### src/rtl/core/ttb_pkg.sv
package ttb_pkg;

    localparam int OUT_WIDTH = 32;
    localparam int RESULT_FIELDS = 6;
    localparam int M_TDATA_WIDTH = OUT_WIDTH * RESULT_FIELDS;
    localparam int QUOT_SHIFT = 20;
    localparam int QUOT_BITS = 32;
    localparam int BIT_W = 5;
    localparam logic [OUT_WIDTH-1:0] SAT_MAX = 32'h7FFF_FFFF;
    localparam logic [OUT_WIDTH-1:0] SAT_MIN = 32'h8000_0000;

    typedef struct packed {
        logic load;
        logic step;
    } lane_ctrl_t;

endpackage

### src/rtl/core/ttb_div_lane.sv
module ttb_div_lane #(
    parameter int NUM_W = 37
) (
    input  logic                               aclk,
    input  ttb_pkg::lane_ctrl_t                ctrl,
    input  logic signed [NUM_W-1:0]            num,
    input  logic [NUM_W-1:0]                   den_mag,
    input  logic                               den_neg,
    output logic [ttb_pkg::OUT_WIDTH-1:0]      result
);

    localparam int NW = NUM_W + ttb_pkg::QUOT_SHIFT;
    localparam int DSW = NUM_W + ttb_pkg::QUOT_BITS - 1;

    logic [NW-1:0] rem_reg, rem_next;
    logic [DSW-1:0] ds_reg, ds_next;
    logic [ttb_pkg::QUOT_BITS-1:0] q_reg, q_next;
    logic neg_reg, neg_next;
    logic [NUM_W-1:0] num_mag;
    logic fits;

    assign num_mag = num[NUM_W-1] ? NUM_W'(-num) : NUM_W'(num);
    assign fits = {{(DSW-NW){1'b0}}, rem_reg} >= ds_reg;

    always_comb begin
        rem_next = rem_reg;
        ds_next = ds_reg;
        q_next = q_reg;
        neg_next = neg_reg;
        if (ctrl.load) begin
            rem_next = {num_mag, {ttb_pkg::QUOT_SHIFT{1'b0}}};
            ds_next = {den_mag, {(ttb_pkg::QUOT_BITS-1){1'b0}}};
            q_next = '0;
            neg_next = num[NUM_W-1] ^ den_neg;
        end else if (ctrl.step) begin
            if (fits) begin
                rem_next = rem_reg - ds_reg[NW-1:0];
            end
            q_next = {q_reg[ttb_pkg::QUOT_BITS-2:0], fits};
            ds_next = ds_reg >> 1;
        end
    end

    always_ff @(posedge aclk) begin
        rem_reg <= rem_next;
        ds_reg <= ds_next;
        q_reg <= q_next;
        neg_reg <= neg_next;
    end

    // A set top quotient bit means the result does not fit and saturates.
    always_comb begin
        if (q_reg[ttb_pkg::QUOT_BITS-1]) begin
            result = neg_reg ? ttb_pkg::SAT_MIN : ttb_pkg::SAT_MAX;
        end else begin
            result = neg_reg ? ttb_pkg::OUT_WIDTH'(-q_reg) : ttb_pkg::OUT_WIDTH'(q_reg);
        end
    end

endmodule

### src/rtl/core/ttb_back.sv
module ttb_back #(
    parameter int COORD_WIDTH = 16
) (
    input  logic                              aclk,
    input  logic                              aresetn,
    input  logic                              job_valid,
    output logic                              job_ready,
    input  logic [10*(COORD_WIDTH+1)-1:0]     job_data,
    output logic                              m_tvalid,
    input  logic                              m_tready,
    output logic [ttb_pkg::M_TDATA_WIDTH-1:0] m_tdata,
    output logic                              m_tuser
);

    localparam int DW = COORD_WIDTH + 1;
    localparam int JOB_W = 10 * DW;
    localparam int PROD_W = 2 * DW;
    localparam int NUM_W = PROD_W + 1;
    localparam int SLOTS = 7;
    localparam logic [2:0] STEP_LAST = 3'd7;

    typedef enum logic [4:0] {
        ST_IDLE = 5'b00001,
        ST_MUL  = 5'b00010,
        ST_LOAD = 5'b00100,
        ST_DIV  = 5'b01000,
        ST_FIN  = 5'b10000
    } state_t;

    state_t state_reg, state_next;
    logic [2:0] step_reg, step_next;
    logic [ttb_pkg::BIT_W-1:0] bit_reg, bit_next;
    logic [JOB_W-1:0] job_reg, job_next;
    logic signed [PROD_W-1:0] prod_a_reg, prod_a_next;
    logic signed [PROD_W-1:0] prod_b_reg, prod_b_next;
    logic signed [NUM_W-1:0] num_reg [SLOTS];
    logic zero_det_reg, zero_det_next;
    logic out_valid_reg, out_valid_next;
    logic [ttb_pkg::M_TDATA_WIDTH-1:0] out_data_reg, out_data_next;
    logic out_degen_reg, out_degen_next;

    logic signed [DW-1:0] dp1 [3];
    logic signed [DW-1:0] dp2 [3];
    logic signed [DW-1:0] du1u, du1v, du2u, du2v;
    logic signed [DW-1:0] mul_a, mul_b, mul_c, mul_d;
    logic slot_we;
    logic [2:0] slot_idx;
    logic [NUM_W-1:0] den_mag;
    logic out_free;
    logic take_job;
    ttb_pkg::lane_ctrl_t lane_ctrl;
    logic [ttb_pkg::OUT_WIDTH-1:0] lane_result [ttb_pkg::RESULT_FIELDS];

    always_comb begin
        for (int i = 0; i < 3; i++) begin
            dp1[i] = job_reg[i*DW +: DW];
            dp2[i] = job_reg[(3+i)*DW +: DW];
        end
        du1u = job_reg[6*DW +: DW];
        du1v = job_reg[7*DW +: DW];
        du2u = job_reg[8*DW +: DW];
        du2v = job_reg[9*DW +: DW];
    end

    // Slot zero takes the determinant, then the three tangent and three
    // bitangent numerators, each as the difference of two products.
    always_comb begin
        unique case (step_reg)
            3'd0: begin
                mul_a = du1u;   mul_b = du2v;   mul_c = du1v;   mul_d = du2u;
            end
            3'd1: begin
                mul_a = dp1[0]; mul_b = du2v;   mul_c = dp2[0]; mul_d = du1v;
            end
            3'd2: begin
                mul_a = dp1[1]; mul_b = du2v;   mul_c = dp2[1]; mul_d = du1v;
            end
            3'd3: begin
                mul_a = dp1[2]; mul_b = du2v;   mul_c = dp2[2]; mul_d = du1v;
            end
            3'd4: begin
                mul_a = dp2[0]; mul_b = du1u;   mul_c = dp1[0]; mul_d = du2u;
            end
            3'd5: begin
                mul_a = dp2[1]; mul_b = du1u;   mul_c = dp1[1]; mul_d = du2u;
            end
            3'd6: begin
                mul_a = dp2[2]; mul_b = du1u;   mul_c = dp1[2]; mul_d = du2u;
            end
            default: begin
                mul_a = '0;     mul_b = '0;     mul_c = '0;     mul_d = '0;
            end
        endcase
    end

    assign den_mag = num_reg[0][NUM_W-1] ? NUM_W'(-num_reg[0]) : NUM_W'(num_reg[0]);
    assign out_free = !out_valid_reg || m_tready;
    assign job_ready = (state_reg == ST_IDLE) || (state_reg == ST_FIN && out_free);
    assign take_job = job_valid && job_ready;

    always_comb begin
        state_next = state_reg;
        step_next = step_reg;
        bit_next = bit_reg;
        job_next = job_reg;
        prod_a_next = PROD_W'(mul_a) * PROD_W'(mul_b);
        prod_b_next = PROD_W'(mul_c) * PROD_W'(mul_d);
        zero_det_next = zero_det_reg;
        out_valid_next = out_valid_reg && !m_tready;
        out_data_next = out_data_reg;
        out_degen_next = out_degen_reg;
        slot_we = 1'b0;
        slot_idx = 3'(step_reg - 3'd1);
        lane_ctrl = '0;
        if (take_job) begin
            job_next = job_data;
            step_next = 3'd0;
        end
        unique case (state_reg)
            ST_IDLE: begin
                if (take_job) begin
                    state_next = ST_MUL;
                end
            end
            ST_MUL: begin
                slot_we = step_reg != 3'd0;
                step_next = step_reg + 3'd1;
                if (step_reg == STEP_LAST) begin
                    state_next = ST_LOAD;
                end
            end
            ST_LOAD: begin
                lane_ctrl.load = 1'b1;
                zero_det_next = num_reg[0] == '0;
                bit_next = ttb_pkg::BIT_W'(ttb_pkg::QUOT_BITS - 1);
                state_next = (num_reg[0] == '0) ? ST_FIN : ST_DIV;
            end
            ST_DIV: begin
                lane_ctrl.step = 1'b1;
                bit_next = bit_reg - ttb_pkg::BIT_W'(1);
                if (bit_reg == '0) begin
                    state_next = ST_FIN;
                end
            end
            ST_FIN: begin
                if (out_free) begin
                    out_valid_next = 1'b1;
                    out_degen_next = zero_det_reg;
                    for (int i = 0; i < ttb_pkg::RESULT_FIELDS; i++) begin
                        out_data_next[i*ttb_pkg::OUT_WIDTH +: ttb_pkg::OUT_WIDTH] =
                            zero_det_reg ? '0 : lane_result[i];
                    end
                    state_next = take_job ? ST_MUL : ST_IDLE;
                end
            end
            default: begin
                state_next = ST_IDLE;
            end
        endcase
    end

    always_ff @(posedge aclk) begin
        if (!aresetn) begin
            state_reg <= ST_IDLE;
            step_reg <= 3'd0;
            bit_reg <= '0;
            out_valid_reg <= 1'b0;
        end else begin
            state_reg <= state_next;
            step_reg <= step_next;
            bit_reg <= bit_next;
            out_valid_reg <= out_valid_next;
        end
    end

    always_ff @(posedge aclk) begin
        job_reg <= job_next;
        prod_a_reg <= prod_a_next;
        prod_b_reg <= prod_b_next;
        zero_det_reg <= zero_det_next;
        out_data_reg <= out_data_next;
        out_degen_reg <= out_degen_next;
        if (slot_we) begin
            num_reg[slot_idx] <= NUM_W'(prod_a_reg) - NUM_W'(prod_b_reg);
        end
    end

    for (genvar g = 0; g < ttb_pkg::RESULT_FIELDS; g++) begin : g_lane
        ttb_div_lane #(
            .NUM_W(NUM_W)
        ) u_lane (
            .aclk    (aclk),
            .ctrl    (lane_ctrl),
            .num     (num_reg[g+1]),
            .den_mag (den_mag),
            .den_neg (num_reg[0][NUM_W-1]),
            .result  (lane_result[g])
        );
    end

    assign m_tvalid = out_valid_reg;
    assign m_tdata = out_data_reg;
    assign m_tuser = out_degen_reg;

endmodule

### config.mk
export PLATFORM = sky130hd
export DESIGN_NAME = ttb_back
export DESIGN_NICKNAME = d
export VERILOG_FILES = /design/src/rtl/core/ttb_pkg.sv /design/src/rtl/core/ttb_div_lane.sv /design/src/rtl/core/ttb_back.sv
export SDC_FILE = /design/constraint.sdc
export NUM_CORES = 2
export LEC_CHECK = 0
export BUFFER_PORTS_ARGS = -buffer_cell sky130_fd_sc_hd__buf_2
export CAP_MARGIN = 30
export CELL_PAD_IN_SITES_DETAIL_PLACEMENT = 0
export CELL_PAD_IN_SITES_GLOBAL_PLACEMENT = 1
export CORE_MARGIN = 1
export CORE_UTILIZATION = 45
export CTS_BUF_LIST = sky130_fd_sc_hd__clkbuf_16
export CTS_CLUSTER_DIAMETER = 100
export DETAILED_ROUTE_END_ITERATION = 8
export PLACE_DENSITY = 0.78
export SLEW_MARGIN = 0
export SYNTH_ARGS = -nofsm -noshare
export SYNTH_HDL_FRONTEND = slang
export SYNTH_SLANG_ARGS = --single-unit
### constraint.sdc
create_clock -name aclk -period 9.24 [get_ports aclk]
set_input_delay 0.462 -clock aclk [delete_from_list [all_inputs] [get_ports aclk]]
set_output_delay 0.462 -clock aclk [all_outputs]
set_load 0.02 [all_outputs]
* Word level (Yosys, flattened, before mapping)
Memory sizes are Yosys's and may differ from the RTL's.
Cells that the tools add are included.
** Operators by class
- Add/subtract/negate cells :: 23
- $mul :: 2
- Order comparisons :: 6
- Eq/ne operators :: 16
- Muxes and demuxes :: 76
- Bitwise logic cells :: 6
- Reductions and logical operators :: 38
** Operators by type and width (number)
- $mux W55 :: 18
- $mux W66 :: 12
- $mux W32 :: 18
- $ge A55 B66 Y1 :: 6
- $sub A55 B55 Y55 :: 6
- $mux W35 :: 7
- $neg A35 Y35 :: 7
- $pmux W17 S7 :: 2
- $neg A32 Y32 :: 6
- $mul A17 B17 Y34 :: 2
- $pmux W17 S2 :: 2
- $logic_not A35 Y1 :: 1
- $sub A34 B34 Y35 :: 1
- $reduce_and A2 Y1 :: 13
- $mux W5 :: 5
- $pmux W5 S5 :: 1
- $reduce_bool A2 Y1 :: 9
- $eq A3 B3 Y1 const B :: 4
- $pmux W5 S2 :: 1
- $ne A2 B2 Y1 const B :: 4
- $reduce_or A4 Y1 :: 2
- $mux W1 :: 7
- $eq A3 B2 Y1 const B :: 2
- $mux W3 :: 2
- other kinds (19) :: 29
** Word-level totals
- Flip-flop bits (word level) :: 1370
- Bits in writable memories :: 245
- Output and inout bits :: 195
- Memories :: 1
** Memories
- num_reg :: depth 7, width 35, rd ports 7, clocked after Yosys merged registers in 0, wr ports 1, RTL line ttb_back.sv:36 : logic signed [NUM_W-1:0] num_reg [SLOTS];

* Logic depth before layout (Yosys ltp)
- Depth in word-level cells :: 8
- Mapped depth :: 36
- Gate-level depth less buffers :: 31

* Cells and area by module
From an unflattened synthesis, not the netlist that was laid out.
** Unflattened totals
- Cell total of the unflattened synthesis :: 12218
- Area, all modules :: 113929.3 µm²
** Modules (own cells, without submodules)
- ttb_back :: times used 1, cells each 4084, area each 47377.9 µm², seq. area each 19929.1 µm²
- ttb_div_lane (g_lane[0].u_lane ...) :: times used 4, cells each 1363, area each 11131.9 µm², seq. area each 3793.6 µm²
- ttb_div_lane (g_lane[4].u_lane ...) :: times used 2, cells each 1341, area each 11011.8 µm², seq. area each 3793.6 µm²

* Worst setup path before layout
No wires, ideal clock.
- Path type :: reg-to-reg
- Start point :: register step_reg[2]
- End point :: register prod_a_reg[33]
- Setup time :: 72 ps
- Arrival time :: 8661 ps
- Data required time :: 9168 ps
- Path slack :: 507 ps
- Cell stages (with the launch flop) :: 35
- Path buffers :: 6
- Clock period less this slack :: 8733 ps
- Path through :: dfxtp_1 > buf_1 > inv_2 > ha_1 > clkbuf_1 > or3_1 > clkbuf_1 > or2_2 > clkbuf_1 > clkbuf_1 > a22oi_1 > clkbuf_1 > nor2_1 > fa_1 > inv_1 > fa_1 > fa_1 > inv_1 > fa_1 > fa_1 > inv_1 > fa_1 > inv_1 > ha_1 > a21o_1 > a21o_1 > a21oi_1 > o211ai_1 > a2111o_1 > a31oi_1 > o21ai_0 > a221oi_1 > o21ai_0 > a21oi_1 > xnor2_1
** On the way
- Longest elaborated chain between the ends :: 4
** Ends and longest elaborated chain
- start: declaration :: RTL line ttb_back.sv:31 : logic [2:0] step_reg, step_next;
- start signal: assignment :: RTL line ttb_back.sv:170 : step_reg <= step_next;
- $eq A3 B2 Y1, or another cell as far along :: RTL line ttb_back.sv:68 : unique case (step_reg)
- $reduce_or A4 Y1 (no source line) or $reduce_or A3 Y1 (tied branches)
- $pmux W17 S2 :: RTL line ttb_back.sv:68
- $mul A17 B17 Y34 * :: RTL line ttb_back.sv:106 : prod_a_next = PROD_W'(mul_a) * PROD_W'(mul_b);
- via prod_a_next[33] :: RTL line ttb_back.sv:34 : logic signed [PROD_W-1:0] prod_a_reg, prod_a_next;
- end signal: assignment :: RTL line ttb_back.sv:178 : prod_a_reg <= prod_a_next;
- end: declaration :: RTL line ttb_back.sv:34
The timed path passes the listed nets; every way through them passes the cells marked *.
A chain may end at the register's enable or synchronous reset.

* Final worst setup path
- Start point :: register step_reg[0]
- End point :: register prod_a_reg[32]
Same word-level chain as after synthesis.

==> impl_metrics.yaml <==
sta:
  final_max_slew_viol_count: 0
  finalCritPeriodShare_pct: 94.4
  max-slew-margin-rel_pct: 24.5
  rsz0062_at_grt: "no"
  tightest_slew_ns: 1.12
  setup_viol: 0
  whs_ns: 0.0508
  fin_skew_ns: 0.0653
  setup-tns-final_ns: 0
  fmax_ghz: 0.115
  setup_slack_ns: 0.521
  final_hold_viol_count: 0
  period_minus_slack_ns: 8.72
floorplan:
  start_util_pct: 45.5
  die_y_um: 463
  core-area_um2: 210000
  fp.dieArea_um2: 214000
  io_pins: 369
  std_cell_rows: 168
  fp.dieW_um: 463
clock_network:
  post_cts_buffers: 0
  root_buffer: "clkbuf_16"
  cts_tree: "yes"
  cts_sinks: 1285
  clk_latency_ns: 0.84
  ctsHtreeMaxLevel: 4
  clk_path_buf_depth: 3
  cts.reportedPaths.clkPinSlew_ns: 0.06
  cts_made_buffers: 147
routing:
  wl_per_cell_um: 22.2
  drt_wl_total_mm: 303
  first_pass_iters: 9
  viasPerCell: 5.73
  drtAntennaViolNets: 0
  drt_iter0_drc: 7510
  drcViolationCount: 5
  routed-via-count: 78100
cells_and_area:
  largest_reg_flops: 330
  seqCellArea_um2: 34300
  multi_input_area_um2: 56300
  nets: 12000
  fillers: 19200
  areaGrowthSynthToFinish_pct: 12.7
  drive_above_1_share_pct: 8.47
critical_path:
  start_kind: "register"
  crit_path_start: "step_reg[0]$_SDFFE_PN0P_"
  worst-setup-path-type: "register to register"
  critPathSlowestCell: "fa_1"
  cp-end-kind: "register"
  critPathMaxStageDelay_ns: 0.57
  worstPathRequired_ns: 9.99
  crit_path_max_fanout: 24
  worstReg2RegStart: "step_reg[0]$_SDFFE_PN0P_"
  crit_arrival_ns: 9.47
synth:
  syn_inst: 10300
  ys_async_sr_fraction_pct: 0
  synth_area_um2: 95700
  yosys_warnings: 0
  synth_cell_types: 87
  yosys.area.top_type: "edfxtp_1"
  ys.flop_type: "edfxtp_1"
  ys_seq_elements: 1285
  synth_area_leaders: "edfxtp_1, fa_1, dfxtp_1"
  synth_top_area_share_pct: 27.0
  synthesis.nets: 11600
  yosysMostFrequentCell: "nor2_1"
  synth_edf_count: 860
  synth_area_per_cell_um2: 9.29
  synth_common_cells: "nor2_1, nand2_1, inv_1"
  yosysSeqAreaShare_pct: 35.9
hold_path:
  hold_start: "job_valid"
  hold_path_class: "input pin to register"
pwr:
  intPower_mw: 23.0
  seq_power_share_pct: 17.9
  leakagePower_nw: 44.2
  ir_worst_vdd_mv: 0.841
  power_frac_comb_pct: 68.5
  power.density_nw_per_um2: 403
  p_clk_share_pct: 13.6
  p_switching_mw: 20.5
  switching_share_pct: 47.1
grt:
  grt_max_degree: 158
  antenna_found_initial: 11
  grt_pass1_wl_mm: 462
  grt_pass1_vias: 76500
  overflow: 0
  track_usage_pct: 27.8
place:
  hpwl_mm: 226
  io_buffer_count: 368
  post-place-ws_ns: 0.429
  routabilityCongestion: 0.947
status:
  status: "finished, violations left"
  violations: "design-rule violations"
run:
  drv_cap: 0
cells by family after synthesis:
group,Yosys count,synth area share [%]
simple gates,3162,14.8
compound gates,2502,16.8
buf+inv,1427,5.60
flops,1285,35.9
fa+ha+maj,1155,19.8
xor+xnor,744,6.81
mux,29,0.311
layout by cell type (no fill, tap or decap), types with 60 or more instances in the layout:
| cell type | netlist | routed |
|---|---|---|
| nor2_1 | 1093 | 1087 |
| nand2_1 | 1078 | 1078 |
| inv_1 | 937 | 963 |
| edfxtp_1 | 860 | 860 |
| a21oi_1 | 705 | 705 |
| fa_1 | 599 | 599 |
| ha_1 | 556 | 552 |
| o21ai_0 | 482 | 482 |
| dfxtp_1 | 425 | 424 |
| xor2_1 | 415 | 407 |
| buf_2 | 1 | 368 |
| xnor2_1 | 329 | 309 |
| a21o_1 | 265 | 265 |
| o22ai_1 | 223 | 223 |
| nand3_1 | 217 | 217 |
| dlygate4sd3_1 | 0 | 171 |
| buf_4 | 1 | 156 |
| clkbuf_16 | 0 | 148 |
| nor3_1 | 128 | 125 |
| o31ai_1 | 123 | 123 |
| nand2b_1 | 110 | 110 |
| nand4_1 | 93 | 93 |
| or3_1 | 66 | 66 |
| a31oi_1 | 65 | 65 |
| a22oi_1 | 63 | 63 |
| o21a_1 | 63 | 63 |
| o22a_1 | 63 | 62 |
| nor2b_1 | 61 | 60 |
repair_timing:
item | CTS | global route
hold buffers | 171 | 0
setup endpoints to repair | 0 | 1
endpoints found under the hold margin | 173 | 0
gates resized for setup | 0 | 2
final timing paths:
| check | cells past startpoint | slack (ns) | end |
|---|---|---|---|
| worst max-delay path | 30 | 0.52 | prod_a_reg[32]$_DFF_P_ |
| worst min register to register | 2 | 0.46 | g_lane[2].u_lane.ds_reg[3]$_SDFFE_PP0P_ |
| worst max register to register | 30 | 0.52 | prod_a_reg[32]$_DFF_P_ |
| worst min-delay path | 4 | 0.05 | state_reg[0]$_SDFFE_PN1P_ |
critical path, delay by kind of cell (launching register included):
| kind | cells | cell delay, ns |
|---|---|---|
| AND/OR/NAND/NOR | 6 | 1.32 |
| flip-flops | 1 | 0.42 |
| buffers and inverters | 7 | 0.73 |
| AO/OA/AOI/OAI | 8 | 2.26 |
| adder cells (fa/ha/maj) | 8 | 3.75 |
| XOR/XNOR | 1 | 0.16 |
power groups by stage:
stage	Sequential, mW	Combinational (mW)	Clock, mW
floorplan	7.76	21.1	0
global placement	7.90	28.9	0
detailed placement	7.89	29.6	0
CTS	7.77	29.9	5.98
global route	7.77	33.6	6.21
finish	7.76	29.8	5.90
area by class of cell:
| class | count | area share, % |
|---|---|---|
| Antenna cell | 10 | 0.0232 |
| Timing Repair Buffer | 723 | 4.89 |
| Sequential cell | 1285 | 31.8 |
| Multi-Input combinational cell | 7592 | 52.2 |
| Inverter | 939 | 3.28 |
| Clock inverter | 123 | 1.06 |
| Tap cell | 2805 | 3.25 |
| Clock buffer | 148 | 3.43 |
per-layer routing:
layer | vias up | GRT usage (%) | share of wire (%)
li1 | 36800 | - | -
met2 | 2913 | 45.2 | 46
met4 | 2 | 13.2 | 5.2
met3 | 585 | 3.92 | 6.5
met1 | 37800 | 36.4 | 42
met5 | - | 0 | 0.0043
metrics by stage:
stage,cell area (µm²),total power [mW],std cells,util [%]
global placement,101000,36.8,13100,47.9
floorplan,95700,28.9,10300,-
global route,108000,47.6,13600,51.3
finish,108000,43.4,13600,51.3
detailed placement,101000,37.5,13200,48.0
CTS,108000,43.6,13600,51.2
(Power assumes the default switching activity.)
