==> src/rtl/core/ttb_front.sv <==
module ttb_front #(
    parameter int COORD_WIDTH = 16
) (
    input  logic                          aclk,
    input  logic                          aresetn,
    input  logic                          in_valid,
    output logic                          in_ready,
    input  logic [5*COORD_WIDTH-1:0]      in_data,
    output logic                          job_valid,
    input  logic                          job_ready,
    output logic [10*(COORD_WIDTH+1)-1:0] job_data
);

    localparam int CW = COORD_WIDTH;
    localparam int DW = COORD_WIDTH + 1;
    localparam logic [1:0] CORNER_FIRST = 2'd0;
    localparam logic [1:0] CORNER_SECOND = 2'd1;

    logic [1:0] corner_reg, corner_next;
    logic signed [CW-1:0] p0_reg [3];
    logic signed [CW-1:0] p1_reg [3];
    logic signed [CW-1:0] t0_reg [2];
    logic signed [CW-1:0] t1_reg [2];
    logic signed [CW-1:0] pos [3];
    logic signed [CW-1:0] tex [2];
    logic signed [DW-1:0] dp1 [3];
    logic signed [DW-1:0] dp2 [3];
    logic signed [DW-1:0] du1 [2];
    logic signed [DW-1:0] du2 [2];
    logic last_corner;
    logic accept;

    // Corner codes two and three both close a triangle; three never arises.
    assign last_corner = corner_reg[1];
    assign in_ready = !last_corner || job_ready;
    assign accept = in_valid && in_ready;
    assign job_valid = in_valid && last_corner;

    always_comb begin
        for (int i = 0; i < 3; i++) begin
            pos[i] = in_data[i*CW +: CW];
            dp1[i] = DW'(p1_reg[i]) - DW'(p0_reg[i]);
            dp2[i] = DW'(pos[i]) - DW'(p0_reg[i]);
        end
        for (int i = 0; i < 2; i++) begin
            tex[i] = in_data[(3+i)*CW +: CW];
            du1[i] = DW'(t1_reg[i]) - DW'(t0_reg[i]);
            du2[i] = DW'(tex[i]) - DW'(t0_reg[i]);
        end
        job_data = {du2[1], du2[0], du1[1], du1[0],
                    dp2[2], dp2[1], dp2[0], dp1[2], dp1[1], dp1[0]};
    end

    always_comb begin
        corner_next = corner_reg;
        if (accept) begin
            corner_next = last_corner ? CORNER_FIRST : corner_reg + 2'd1;
        end
    end

    always_ff @(posedge aclk) begin
        if (!aresetn) begin
            corner_reg <= CORNER_FIRST;
        end else begin
            corner_reg <= corner_next;
        end
    end

    always_ff @(posedge aclk) begin
        if (accept && corner_reg == CORNER_FIRST) begin
            p0_reg <= pos;
            t0_reg <= tex;
        end
        if (accept && corner_reg == CORNER_SECOND) begin
            p1_reg <= pos;
            t1_reg <= tex;
        end
    end

endmodule

==> config.mk <==
export PLATFORM = sky130hd
export DESIGN_NAME = ttb_front
export DESIGN_NICKNAME = d
export VERILOG_FILES = /design/src/rtl/core/ttb_front.sv
export SDC_FILE = /design/constraint.sdc
export NUM_CORES = 1
export LEC_CHECK = 0
export ABC_AREA = 1
export BUFFER_PORTS_ARGS = -buffer_cell sky130_fd_sc_hd__buf_2
export CAP_MARGIN = 25
export CORE_UTILIZATION = 35
export CTS_CLUSTER_DIAMETER = 80
export CTS_CLUSTER_SIZE = 8
export DETAILED_ROUTE_END_ITERATION = 10
export PLACE_DENSITY = 0.58
export SKIP_CTS_REPAIR_TIMING = 1
export SYNTH_ARGS = -nofsm -noshare
export SYNTH_HDL_FRONTEND = slang
export SYNTH_SLANG_ARGS = --single-unit
==> constraint.sdc <==
create_clock -name aclk -period 12.3 [get_ports aclk]
set_clock_uncertainty 0.2 [all_clocks]
set_input_delay 1.23 -clock aclk [delete_from_list [all_inputs] [get_ports aclk]]
set_output_delay 1.23 -clock aclk [all_outputs]
set_load 0.005 [all_outputs]
* Yosys cells after proc, flatten, opt, wreduce, memory -nomap -nowiden
Index checks and enable logic that the tools add are counted. Widths: inputs -> output; s select.
Storage, ports and cells: output and inout bits 172, logic and storage cells 31, flip-flop bits (word level) 162
Operators by class: multiplexer cells 1, reduce and logical (&&, ||, !) cells 7, add/subtract/negate cells 11, equality and inequality tests 1
Operators by type and width (number):
- $sub 16x16->17 | 10
- $logic_and 1x1->1 | 4
- $add 2x1->2 const B | 1
- $eq 2x1->1 const B | 1
- $logic_not 2->1 | 1
- $mux 2 | 1
- $logic_not 1->1 | 1
- $logic_or 1x1->1 | 1

* Depth between registers and ports, before layout
Gate-level depths: netlist of run 1.
depth after elaboration 4, mapped depth 12

* Worst setup path before layout of run 1
Ideal clock, no wire load.
path type input port to flip-flop, start point input port in_valid, end point register p0_reg[0] in the netlist's numbering, enable pin, library setup time 0.619 ns, path buffers 0, cell stages on the path 2, slack 4.752 ns, data arrival time 6.729 ns, cell sequence inv_1 nor3_1
On the way: word-level cells in the longest chain between the ends 2
RTL lines:
- from (decl) | RTL line 6 | input logic in_valid,
- $logic_and 1x1->1 | RTL line 36 | assign accept = in_valid && in_ready;
- $logic_and 1x1->1 | RTL line 70 | if (accept && corner_reg == CORNER_FIRST) begin
- to (signal assigned) | RTL line 71 | p0_reg <= pos;
- to (decl) | RTL line 20 | logic signed [CW-1:0] p0_reg [3];
Every way passes these cells. A chain may end at the register's enable or synchronous reset.

* Final worst setup path of run 1
start point input port in_data[16], end point output port job_data[80]
On the way: word-level cells in the longest chain between the ends 1
RTL lines:
- from (decl) | RTL line 8 | input logic [5*COORD_WIDTH-1:0] in_data,
- $sub 16x16->17 | RTL line 43 | dp2[i] = DW'(pos[i]) - DW'(p0_reg[i]);
- to (decl) | RTL line 11 | output logic [10*(COORD_WIDTH+1)-1:0] job_data
Every way passes these cells.

==> flow_metrics.tcl, run 1 <==
set metrics [dict create \
    status "finished clean" \
    chipWidth_um 211 \
    worstSkewPairLatency_ns 0.45 \
    grtUsageTotal_pct 18.1 \
    fp-row-count 76 \
    multiInputGateArea_um2 8240 \
    cts_tree "done" \
    rsz0062_at_grt "false" \
    first_pass_iters 5 \
    setup_violations 0 \
    intPower_mw 1.19 \
    netlist_instances 2265 \
    final_net_count 2797 \
    min_path_type "reg2reg" \
    cts_buffers 17 \
    leakage_nw 10.7 \
    cp.required_ns 10.87 \
    cts_buffer_depth 2 \
    pwr-share-seq_pct 34.7 \
    min_period_over_period_pct 35.4 \
    detail_route.iter0.violations 734 \
    seq_area_frac_synth_pct 31.8 \
    via_per_inst 4.42 \
    fmax_mhz 230 \
    ant_nets 0 \
    hold_viol 0 \
    end_kind "output pin" \
    relSlewSlack_pct 49.7 \
    fp.dieArea_um2 44400 \
    via_count 13900 \
    routabilityCongestion 0.876 \
    io_pins 256 \
    clkPwrFrac_pct 28.4 \
    cp_max_fo 3 \
    detail_route.wl_per_cell_um 12.5 \
    startpoint_type "primary input" \
    start_util_pct 35.5 \
    power_switching_share_pct 36.5 \
    setup_tns_ns 0 \
    cp.arrival_ns 2.92 \
    insertedDiodeCount 0 \
    max_cap_violations 0 \
    rr_startpoint "corner_reg[1]$_SDFFE_PN0P_" \
    die_y_um 211 \
    syn_avg_cell_area_um2 6.73 \
    async_flop_share_pct 0 \
    ys_warn_count 0 \
    grt_pass1_wl_um 63800 \
    cts-root-buf "clkbuf_16" \
    portBuffers 255 \
    first_global_vias 13300 \
    routed_wl_um 39300 \
    combPwrFrac_pct 36.9 \
    yosysUniqueCellTypes 18 \
    min_period_ns 4.35 \
    worst_hold_slack_ns 0.350 \
    ys_seq_elements 162 \
    cp-startpoint "in_data[16]" \
    drive_gt1_share_pct 14.7 \
    synth-main-ff-cell "edfxtp_1" \
    drv_slew 0 \
    drc 0 \
    antenna_found_initial 3 \
    clock-sinks 162 \
    area_growth_pct 17.3 \
    post-dp-hpwl_um 33000 \
    grt_start_max_net_pins 50 \
    syn_nets 2519 \
    synth-edff-count 160 \
    coreArea_um2 43000 \
    tightest_slew_ns 0.755 \
    hp-start "corner_reg[0]$_SDFFE_PN0P_" \
    critPathKind "in2out" \
    overflow 0 \
    dp.cells 3109 \
    switchingPower_mw 0.686 \
    nFillCells 4636 \
    register_area_um2 4840 \
    powerDensity_nw_per_um2 105 \
    ir_worst_vdd_mv 0.0674 \
    instances_no_fill 3141 \
    synth_area_um2 15200 \
    cts.clk_slew.worst_paths_ns 0.07 \
    htree_levels 4 \
]
## per-stage QoR
stage                     power, mW  cell area, um^2  util (%)  setup WS (ns)
after floorplan                1.11            15200         -           4.75
after global placement         1.35            17300      40.2           8.03
after detailed placement       1.36            17300      40.3           7.96
after CTS                      1.91            17900      41.6           7.95
after global routing           2.01            17900      41.6           7.83
final                          1.88            17900      41.6           7.95
## per-layer routing
layer / wire, um / GRT usage [%] / vias up
met3: 1850 / 3.42 / 42
met1: 17900 / 21.8 / 6193
met2: 18800 / 32.2 / 221
met4: 740 / 5.87 / 0
met5: 0 / 0 / -
li1: - / - / 7434
## logic make-up (layout without fill, tap and decap cells)
logic type | count (synthesis) | after routing | share of synthesized area, %
flip-flops | 162 | 162 | 31.8
AO/OA/AOI/OAI | 102 | 102 | 3.35
buffers and inverters | 577 | 868 | 14.2
XOR/XNOR | 70 | 70 | 4.02
adder cells (fa/ha/maj) | 170 | 170 | 14.5
AND/OR/NAND/NOR | 1184 | 1184 | 32.2
## final timing paths
check / slack (ns) / cells past startpoint / endpoint
setup / recovery: 7.95 / 14 / job_data[80]
hold / removal: 0.35 / 2 / corner_reg[0]$_SDFFE_PN0P_
hold reg to reg: 0.35 / 2 / corner_reg[0]$_SDFFE_PN0P_
setup reg to reg: 10.05 / 3 / t0_reg[5]$_DFFE_PP_
## area by class of cell
class	count	share of cell area (%)
clock inverters	15	0.826
well taps	585	4.09
inverters	577	12.1
repair buffers	259	7.38
flip-flops and latches	162	27.1
multi-input cells	1526	46.1
clock buffers	17	2.38
## cell usage in the layout, fill, tap and decap left out
cell	Yosys	layout
buf_12	0	1
nor3_1	22	21
nor2_4	0	1
nand2_2	48	48
clkinv_2	0	1
a21oi_1	102	102
nand2_1	895	895
bufinv_16	0	1
edfxtp_1	160	160
inv_8	0	2
nor3_2	16	17
or2_1	12	12
inv_1	560	560
xnor2_1	22	22
xor2_1	48	48
clkinv_1	0	1
clkinv_4	0	3
buf_4	0	3
dfxtp_1	2	2
inv_2	17	17
buf_2	0	255
clkinvlp_4	0	1
nand3_1	112	112
fa_1	10	10
clkbuf_16	0	17
inv_6	0	6
ha_1	160	160
nor2_1	75	74
nor3_4	3	3
or2_2	1	1
## power groups by stage
| stage | clock network (mW) | registers [mW] | logic, mW |
|---|---|---|---|
| 2_1_floorplan | 0 | 0.666 | 0.445 |
| 3_3_place_gp | 0 | 0.662 | 0.691 |
| 3_5_place_dp | 0 | 0.663 | 0.699 |
| 4_1_cts | 0.552 | 0.651 | 0.703 |
| 5_1_grt | 0.566 | 0.654 | 0.793 |
| 6_report | 0.532 | 0.651 | 0.693 |
## cells in the mapped netlist (3+ instances only)
| cell type | n | area share, % |
|---|---|---|
| nor3_2 | 16 | 1.1 |
| nand2_2 | 48 | 2.0 |
| or2_1 | 12 | 0.49 |
| inv_1 | 560 | 14 |
| a21oi_1 | 102 | 3.4 |
| edfxtp_1 | 160 | 32 |
| nor2_1 | 75 | 1.8 |
| nand3_1 | 112 | 3.7 |
| nand2_1 | 895 | 22 |
| nor3_4 | 3 | 0.32 |
| xnor2_1 | 22 | 1.3 |
| ha_1 | 160 | 13 |
| fa_1 | 10 | 1.3 |
| inv_2 | 17 | 0.42 |
| nor3_1 | 22 | 0.72 |
| xor2_1 | 48 | 2.8 |
## worst max-delay path, stage by stage
cell     delay (ns)
buf_2          0.10
inv_1          0.04
ha_1           0.23
fa_1           0.41
inv_1          0.07
nand2_1        0.04
nand2_1        0.19
nand3_1        0.12
nand2_2        0.12
nand2_1        0.07
nand2_1        0.07
nand2_1        0.06
nand2_1        0.05
buf_2          0.10
Note: power is estimated with default switching activity, not from simulation.
==> run 2: changes to the inputs <==
PLACE_DENSITY = 0.6   (was 0.58)
clock period = 3.9 ns   (was 12.3 ns; I/O delays follow)
==> flow_metrics.tcl, run 2 (synthesis results as in run 1) <==
set metrics [dict create \
    status "finished clean" \
    nFillCells 4505 \
    cp.arrival_ns 2.61 \
    first_global_vias 13600 \
    routed_wl_um 39400 \
    via_count 14300 \
    drive_gt1_share_pct 14.2 \
    portBuffers 255 \
    leakage_nw 11.0 \
    fp-row-count 76 \
    dp.cells 3109 \
    tightest_slew_ns 0.735 \
    relSlewSlack_pct 51.0 \
    chipWidth_um 211 \
    min_period_over_period_pct 82.0 \
    start_util_pct 35.5 \
    power_mw 5.99 \
    setup_violations 0 \
    overflow 0 \
    grt_start_max_net_pins 49 \
    worstSkewPairLatency_ns 0.44 \
    clock-sinks 162 \
    end_kind "output pin" \
    combPwrFrac_pct 37.7 \
    routabilityCongestion 0.904 \
    design_area_um2 18700 \
    cts_buffer_depth 2 \
    intPower_mw 3.90 \
    cp.required_ns 3.31 \
    worst_hold_slack_ns 0.113 \
    via_per_inst 4.46 \
    ant_nets 0 \
    drv_slew 0 \
    area_growth_pct 22.6 \
    layout_common_cells "nand2_1 (895), inv_1 (560), buf_2 (255), ha_1 (160), edfxtp_1 (160)" \
    setup_tns_ns 0 \
    htree_levels 4 \
    fin_ws_ns 0.703 \
    clkPwrFrac_pct 28.0 \
    cts_buffers 17 \
    antenna_found_initial 2 \
    drc 0 \
    ir_worst_vdd_mv 0.260 \
    post-dp-hpwl_um 32500 \
    dpl_worst_slack_ns 1.27 \
    min_period_ns 3.20 \
    grt_pass1_wl_um 63200 \
    max_cap_violations 0 \
    pwr-share-seq_pct 34.3 \
    switchingPower_mw 2.10 \
    first_pass_iters 5 \
    min_path_type "in2reg" \
    detail_route.wl_per_cell_um 12.2 \
    final_net_count 2878 \
    die_y_um 211 \
    fmax_mhz 313 \
    detail_route.iter0.violations 614 \
    startpoint_type "primary input" \
    cts-root-buf "clkbuf_16" \
    critPathKind "in2out" \
    cts.clk_slew.worst_paths_ns 0.07 \
    fp.dieArea_um2 44400 \
    final_common_cell "nand2_1" \
    cts_tree "done" \
    power_switching_share_pct 35.0 \
    place_area_um2 17300 \
    cp_max_fo 3 \
    io_pins 256 \
    grtUsageTotal_pct 17.8 \
    instances_no_fill 3220 \
    hold_viol 0 \
    final_core_util_pct 43.5 \
    rsz0062_at_grt "false" \
    powerDensity_nw_per_um2 321 \
    coreArea_um2 43000 \
]
==> run 2: cell count changes in the layout (fill, tap and decap cells not counted), moves of 2 or more <==
cell,change
dlygate4sd3_1,+81
clkinv_2,+4
inv_6,-6
inv_8,-2
bufinv_16,+2
==> run 2: area by class of cell <==
cell class                 instances  area (um^2)  area share [%]
clock buffer                      17          425            2.28
clock inverter                    12          144           0.770
tap                              585          732            3.92
inverter                         577         2170            11.6
timing repair buffer             340         2120            11.3
antenna                            1         2.50          0.0134
multi-input combinational       1526         8250            44.2
sequential                       162         4840            25.9
==> run 2: final timing paths <==
kind | start | endpoint | slack (ns) | cells past startpoint
setup / recovery | in_data[64] | job_data[167] | 0.70 | 15
hold reg to reg | corner_reg[0]$_SDFFE_PN0P_ | corner_reg[0]$_SDFFE_PN0P_ | 0.38 | 2
setup reg to reg | corner_reg[1]$_SDFFE_PN0P_ | p1_reg[32]$_DFFE_PP_ | 2.10 | 4
hold / removal | in_valid | corner_reg[0]$_SDFFE_PN0P_ | 0.11 | 4
==> run 2: routing by layer <==
| metal | vias to the layer above | track usage (%) | part of all wire, % |
|---|---|---|---|
| li1 | 7583 | - | - |
| met4 | 2 | 7.50 | 2.6 |
| met2 | 267 | 30.5 | 47 |
| met3 | 60 | 3.45 | 4.6 |
| met5 | - | 0 | 0.033 |
| met1 | 6437 | 21.8 | 46 |
==> run 2: power groups by stage <==
stage               Sequential [mW]  Clock [mW]  Combinational, mW
CTS                            2.05        1.73               2.21
global route                   2.06        1.78               2.58
global placement               2.09           0               2.18
finish                         2.05        1.68               2.26
floorplan                      2.09           0               1.40
detailed placement             2.09           0               2.20
==> run 2: critical path, stage by stage <==
cell and delay, ns:
dlygate4sd3_1 0.54, buf_2 0.13, inv_1 0.04, ha_1 0.21, fa_1 0.46, inv_1 0.08, nand2_1 0.05, nand2_1 0.13
nand3_1 0.11, nand2_2 0.10, nand2_1 0.08, nand2_1 0.07, nand2_1 0.04, nand2_1 0.06, buf_2 0.11
==> run 3: changes to the inputs <==
PLACE_DENSITY = 0.58   (was 0.6)
clock period = 3.3 ns   (was 3.9 ns; I/O delays follow)
==> flow_metrics.tcl, run 3 (synthesis results as in run 1) <==
set metrics [dict create \
    chipWidth_um 211 \
    startpoint_type "primary input" \
    powerDensity_nw_per_um2 374 \
    hold_depth 4 \
    antenna_found_initial 1 \
    cp_max_fo 3 \
    io_pins 256 \
    min_path_type "in2reg" \
    max_cap_violations 0 \
    cts_tree "done" \
    rsz0062_at_grt "false" \
    path_common_cell "nand2_1" \
    combPwrFrac_pct 38.2 \
    grt_start_max_net_pins 82 \
    via_per_inst 4.42 \
    fp-row-count 76 \
    fp.dieArea_um2 44400 \
    status "finished clean" \
    critPathKind "in2out" \
    hp-start "in_valid" \
    final_net_count 2877 \
    coreArea_um2 43000 \
    hold_end "corner_reg[0]$_SDFFE_PN0P_" \
    ff2ff_path_depth 2 \
    area_growth_pct 22.6 \
    cts.clk_slew.worst_paths_ns 0.07 \
    first_pass_iters 5 \
    min_period_over_period_pct 92.5 \
    rr_startpoint "corner_reg[1]$_SDFFE_PN0P_" \
    crit_chain "dlygate4sd3_1, buf_2, inv_1, ha_1, fa_1, inv_1, nand2_1, nand2_1, nand3_1, nand2_2, nand2_1, nand2_1, nand2_1, nand2_1, buf_2" \
    first_global_vias 13200 \
    critPathMaxStageDelay_ns 0.52 \
    clkPwrFrac_pct 27.2 \
    relSlewSlack_pct 66.2 \
    fin_ws_ns 0.249 \
    grt_pass1_wl_um 62700 \
    cts-root-buf "clkbuf_16" \
    post-dp-hpwl_um 32300 \
    design_area_um2 18700 \
    start_util_pct 35.5 \
    cp_slowest_cell "dlygate4sd3_1" \
    min_period_ns 3.05 \
    grtUsageTotal_pct 17.8 \
    overflow 0 \
    routed_wl_um 39300 \
    cts_buffer_depth 2 \
    hold_viol 0 \
    detail_route.iter0.violations 606 \
    cp.required_ns 2.77 \
    power_switching_share_pct 35.9 \
    dpl_worst_slack_ns 0.802 \
    timing.rr.end "t0_reg[14]$_DFFE_PP_" \
    r2r_setup_slack_ns 1.66 \
    end_kind "output pin" \
    via_count 14200 \
    clock-sinks 162 \
    htree_levels 4 \
    die_y_um 211 \
    layout_common_cells "nand2_1 (895), inv_1 (560), buf_2 (255), ha_1 (160), edfxtp_1 (160)" \
    tightest_slew_ns 0.506 \
    worstSkewPairLatency_ns 0.45 \
    ant_nets 0 \
    setup_violations 0 \
    insertedDiodeCount 0 \
    ir_worst_vdd_mv 0.253 \
    drive_gt1_share_pct 14.2 \
    pwr-share-seq_pct 34.7 \
    final_common_cell "nand2_1" \
    setup_tns_ns 0 \
    cp.arrival_ns 2.52 \
    detail_route.wl_per_cell_um 12.2 \
    leakage_nw 11.0 \
    portBuffers 255 \
    switchingPower_mw 2.51 \
    intPower_mw 4.48 \
    routabilityCongestion 0.899 \
    drv_slew 0 \
    place_area_um2 17300 \
    fmax_mhz 328 \
    final_core_util_pct 43.5 \
    drc 0 \
    cts_buffers 17 \
]
## run 3: cell count changes in the layout (fill, tap and decap cells not counted), sizes merged
cell      previous run  this run
bufinv               3         1
inv                577       578
clkinvlp             1         2
buf                259       258
clkbuf              17        20
diode                1         0
## run 3: routing by layer
metal	wire, um	global-route usage (%)	up-vias
met5	13	0	-
met4	966	6.87	2
met3	2000	4.15	51
met2	18600	30.8	268
met1	17800	21.2	6342
li1	-	-	7571
## run 3: worst max-delay path, delay by kind of cell
kind | cells | cell delay, ns
buffers and inverters | 5 | 0.92
and+or+nand+nor | 8 | 0.63
adders and majority gates | 2 | 0.63
## run 3: per-stage QoR
step                hold slack (ns)  cells  power (mW)
floorplan                     0.229   2265        4.13
global placement              0.332   3108        5.05
detailed placement            0.340   3108        5.08
CTS                          -0.162   3140        7.02
global route                 0.0510   3221        7.52
finish                       0.0307   3221        7.00
## run 3: how the worst max path moves through the flow
stage          slack, ns                       start  depth (start not counted)                  end
2_1_floorplan       0.12  corner_reg[1]$_SDFFE_PN0P_                          3  p1_reg[0]$_DFFE_PP_
3_3_place_gp        0.82                 in_data[16]                         14         job_data[84]
3_5_place_dp        0.80                 in_data[16]                         14         job_data[84]
4_1_cts             0.35        p0_reg[16]$_DFFE_PP_                         12         job_data[82]
5_1_grt             0.08                 in_data[16]                         15         job_data[82]
6_report            0.25                 in_data[64]                         15        job_data[167]
## run 3: area by class of cell
class                      count  area (um^2)
fill                        4445        24300
inverter                     577         2170
tap                          585          732
timing repair buffer         339         2150
clock buffer                  20          437
multi-input combinational   1526         8250
sequential                   162         4840
clock inverter                12          111
## run 3: power groups by stage
| stage | clock network (mW) | logic (mW) | registers [mW] |
|---|---|---|---|
| 2_1_floorplan | 0 | 1.66 | 2.47 |
| 3_3_place_gp | 0 | 2.59 | 2.47 |
| 3_5_place_dp | 0 | 2.61 | 2.47 |
| 4_1_cts | 1.97 | 2.62 | 2.43 |
| 5_1_grt | 2.04 | 3.05 | 2.44 |
| 6_report | 1.90 | 2.67 | 2.43 |
